--- src/fbe_mul.sv ---
module fbe_mul #(
    parameter int A_W = 16,
    parameter int B_W = 15
) (
    input  logic                 i_clk,
    input  logic                 i_en,
    input  logic [A_W-1:0]       i_a,
    input  logic [B_W-1:0]       i_b,
    output logic [A_W+B_W-1:0]   o_p
);

    logic [A_W+B_W-1:0] r_p;

    // shared multiplier, product registered and held while disabled
    always_ff @(posedge i_clk) begin
        if (i_en) begin
            r_p <= (A_W+B_W)'(i_a) * (A_W+B_W)'(i_b);
        end
    end

    assign o_p = r_p;

endmodule

--- config.mk ---
export PLATFORM = sky130hd
export DESIGN_NAME = fbe_mul
export DESIGN_NICKNAME = d
export VERILOG_FILES = /design/src/fbe_mul.sv
export SDC_FILE = /design/constraint.sdc
export NUM_CORES = 1
export LEC_CHECK = 0
export BUFFER_PORTS_ARGS = -buffer_cell sky130_fd_sc_hd__buf_4
export CAP_MARGIN = 20
export CORE_ASPECT_RATIO = 0.6
export CORE_MARGIN = 2
export CORE_UTILIZATION = 49
export DETAILED_ROUTE_END_ITERATION = 16
export PLACE_DENSITY = 0.73
export SLEW_MARGIN = 20
export SYNTH_ARGS = -nofsm -noshare
export SYNTH_HDL_FRONTEND = slang
export SYNTH_SLANG_ARGS = --single-unit
--- constraint.sdc ---
create_clock -name i_clk -period 5.4 [get_ports i_clk]
set_input_delay 0.27 -clock i_clk [delete_from_list [all_inputs] [get_ports i_clk]]
set_output_delay 0.27 -clock i_clk [all_outputs]
set_load 0.05 [all_outputs]
Yosys cells after proc, flatten, opt, wreduce, memory -nomap -nowiden
Cells that the tools add are included.

Flip-flop bits (word level): 31. Latch bits: 0. RAM bits: 0. Bits in read-only memories: 0. Input port bits: 33. Output and inout port bits: 31. Memories kept: 0.

Add/sub/neg operators: 0. Multipliers: 1. Div/mod/pow operators: 0. Magnitude comparators: 0. Equality and inequality tests: 0. Shift-type cells: 0. Multiplexer cells: 0. Bitwise gates (word level): 0. Reductions and logical operators: 0.

Operator list (number): 16-bit by 15-bit multiplier with 31-bit output (1).

Logic depth before layout (Yosys ltp)
Depth in word-level cells: 1. Gate-level depth with buffers: 22.

Worst setup path after synthesis
Ideal clock, no wire load.

Path kind: input port to flip-flop. From: input port i_b[0]. To: register r_p[28], in the netlist o_p[28], data pin. Arrival: 5.266 ns. Required time: 5.145 ns. Path slack: -0.122 ns. Cell stages on the path: 20. Cell sequence: clkbuf_1 > and2_1 > fa_1 > inv_1 > fa_1 > inv_1 > fa_1 > fa_1 > fa_1 > inv_1 > fa_1 > inv_1 > ha_1 > clkbuf_1 > a21oi_1 > o21ai_0 > a21oi_1 > o21ai_0 > or4_1 > and3_1.

Word-level cells in the longest chain between the ends: 1.

Ends and longest elaborated chain: start: declaration (RTL line 8) `input logic [B_W-1:0] i_b,`; 16-bit by 15-bit multiplier with 31-bit output (RTL line 17) `r_p <= (A_W+B_W)'(i_a) * (A_W+B_W)'(i_b);`; end signal: assignment (RTL line 17); end: declaration (RTL line 12) `logic [A_W+B_W-1:0] r_p;`.

No other way between the ends. A chain may end at the register's enable or synchronous reset.

Worst setup path in the final report
From: input port i_a[5]. To: register r_p[28], in the netlist o_p[28], data pin.

Word-level cells in the longest chain between the ends: 1.

Ends and longest elaborated chain: start: declaration (RTL line 7) `input logic [A_W-1:0] i_a,`; 16-bit by 15-bit multiplier with 31-bit output (RTL line 17).

No other way between the ends.

==> results by group <==
GRT
  – Routing usage on met2: 0.381
  – Met1 usage: 0.366
  – Initial antenna violation count: 1
  – Largest net degree at the start of global routing: 32
  – Vias in the first global route: ~7400
  – First-pass GRT wire length: 38.2 mm
  – Grt ovf: 0
  – Total track usage: 0.250
  – Met3 Resource Use GR: 0.0722
  – Busiest grt layer: met2

Final layout
  – Nets: 1411
  – Share of cells above drive strength 1: 0.193
  – Final Instance Area: between 0.01 and 0.015 mm2
  – Number of fillers in the final layout: 1548
  – Largest register FFs: 31
  – Seq. cell area: roughly 930 um2
  – Area delta synth->final: 19.7%
  – Post-Route Utilization: 0.600
  – Multi-input gate area: 0.00742 mm2

Setup path
  – Crit path max fanout: 6
  – Highest-delay cell along the critical path: fa_1
  – Critical path's most frequent cell: fa_1
  – Worst path required time: 5.44 ns
  – CP arrival: 5.34 ns
  – CP Cell Sequence: buf_4, buf_4, and2_1, fa_1, inv_1, fa_1, inv_1, fa_1, ha_1, fa_1, inv_1, fa_1, inv_1, ha_4, a21oi_2, buf_4, nor2_1, a211oi_2, a21oi_2, or4_1, and3_1
  – Worst path max stage delay: 0.58 ns
  – Worst Path Buf+Inv: 7
  – Setup crit start: i_a[5]
  – Critical path endpoint category: flip-flop
  – Type of origin of the critical path: input pin
  – Largest delay share family, worst path: adder cells
  – Critical path class: in -> reg

Clock network
  – H-tree depth: 2
  – Clock tree buffer depth: 2
  – Clock Root Buffer: clkbuf_16
  – # hold bufs at CTS: 0
  – CTS tree: built
  – Register clock-pin slew on the reported worst setup and hold paths: ~0.050 ns
  – CTS sink count: 31
  – Total CTS buffers: 5

Placement
  – Gp weighted congestion: between 0.9 and 1
  – DP Area: roughly 0.010 mm2
  – Dpl hpwl: about 20 mm
  – I/O Buffers: 63
  – Setup WS pre-CTS: -0.381 ns

Synthesis
  – Yosys cell types: 43
  – Synthesized netlist net count: 1289
  – Share of flip-flops with an asynchronous set or reset: 0
  – Main synth FF type: edfxtp_1
  – Yosys top cell by area: fa_1
  – Top cells by area, synth: fa_1 (40%), ha_1 (13%), and2_1 (10%)
  – Post-Syn Instances: 981
  – Top-area cell type share of the netlist area: 0.397
  – Register bit total from synthesis: 31
  – Commonest cells post-synth: inv_1 (209), fa_1 (180), and2_1 (150)
  – Yosys warnings: 0
  – Count leader, synth: inv_1
  – Mapped cell area: a little over 0.009 mm2
  – Syn avg cell area: 9.26 um2
  – Sequential-to-total area share from yosys stat: 0.103
  – EDFF count, synth: 31

Timing
  – Max-Slew Margin vs Limit: 0.717
  – Final setup fails: 0
  – Least-Margin Pin Slew: 0.424 ns
  – Final hold vios: 0
  – Final min period: 5.30 ns
  – Tcrit/Tclk final: 0.981
  – Max Clk Rate: 189 MHz
  – Max-slew violations: 0
  – Final setup margin: approximately 0.1 ns

Die
  – Row cnt: 38
  – Die area: 0.0197 mm2
  – Initial Util: 0.501
  – Die H: 109 um
  – Io pins: 64
  – CORE AREA: 0.0181 mm2
  – Die W: 180 um

Routing
  – Wire per inst: about 18 um
  – Total number of vias: 7148
  – Antenna Nets Post-Route: 0
  – WL final: 23.6 mm
  – TritonRoute pass-1 iters: 5
  – DRC viols: 0
  – Post-DR vias/cell: 5.31
  – First DRT Iteration DRCs: roughly 470

Min path
  – Hold_sp: i_en
  – Worst min-delay path class: in -> reg

Flow run
  – Max cap viols: 0

Status
  – Status: finished, final reports clean
-- cells by family after synthesis --
group / after synthesis / synth area share
AND/OR/NAND/NOR: 310 / 0.178
XOR/XNOR: 27 / 0.0260
buffers and inverters: 253 / 0.105
flip-flops: 31 / 0.103
AO/OA/AOI/OAI: 82 / 0.0575
multiplexers: 3 / 0.00358
adder cells (fa/ha/maj): 275 / 0.528
-- cells in the final DEF, fill, tap and decap left out, types with 4 or more instances in the layout --
| master | count |
|---|---|
| nand2_1 | 115 |
| ha_4 | 6 |
| and3_1 | 4 |
| nand3_1 | 4 |
| clkbuf_16 | 5 |
| buf_4 | 148 |
| a21o_1 | 11 |
| o21ai_0 | 12 |
| ha_1 | 87 |
| buf_6 | 7 |
| a21oi_2 | 11 |
| o21ai_1 | 6 |
| and2_1 | 146 |
| fa_1 | 177 |
| nor2_1 | 12 |
| edfxtp_1 | 31 |
| xor2_1 | 10 |
| inv_1 | 206 |
| buf_12 | 4 |
| a21oi_1 | 15 |
| xnor2_1 | 17 |
| and2_4 | 4 |
| nand4_1 | 7 |
-- area by class of cell --
| class | count | share of cell area |
|---|---|---|
| clock buffer | 5 | 0.0115 |
| antenna | 1 | 0.000230 |
| timing repair buffer | 159 | 0.117 |
| tap | 240 | 0.0276 |
| sequential | 31 | 0.0856 |
| clock inverter | 3 | 0.00357 |
| inverter | 209 | 0.0721 |
| multi-input combinational | 697 | 0.683 |
-- metrics by stage --
step,instances,setup TNS [ns],hold WS (ns)
after floorplan,981,-0.0197,0.382
after CTS,1343,0,0.452
after detailed placement,1334,-3.46,0.747
final,1345,0,0.446
after global routing,1344,-0.0346,0.458
after global placement,1334,-2.40,0.741
-- final timing paths --
path / end / slack [ns] / cells after the start
max: o_p[28] / 0.10 / 21
min: o_p[27] / 0.45 / 1
-- per-layer routing --
metal / part of all wire / routed length [um] / up-vias
met5: 0 / 0 / -
met4: 0.0096 / 227 / 0
met3: 0.092 / 2170 / 23
met2: 0.44 / 10400 / 274
met1: 0.46 / 10700 / 3624
li1: - / - / 3227
-- timing repair --
action | CTS | global route
gates resized for setup | 1 | 54
endpoints found under the hold margin | 0 | 0
pin swaps | 0 | 17
setup endpoints to repair | 1 | 16
buffers inserted | 1 | 1
Power is not shown: default switching activity piles up to over one toggle a cycle in this logic, so the estimate is an artifact.
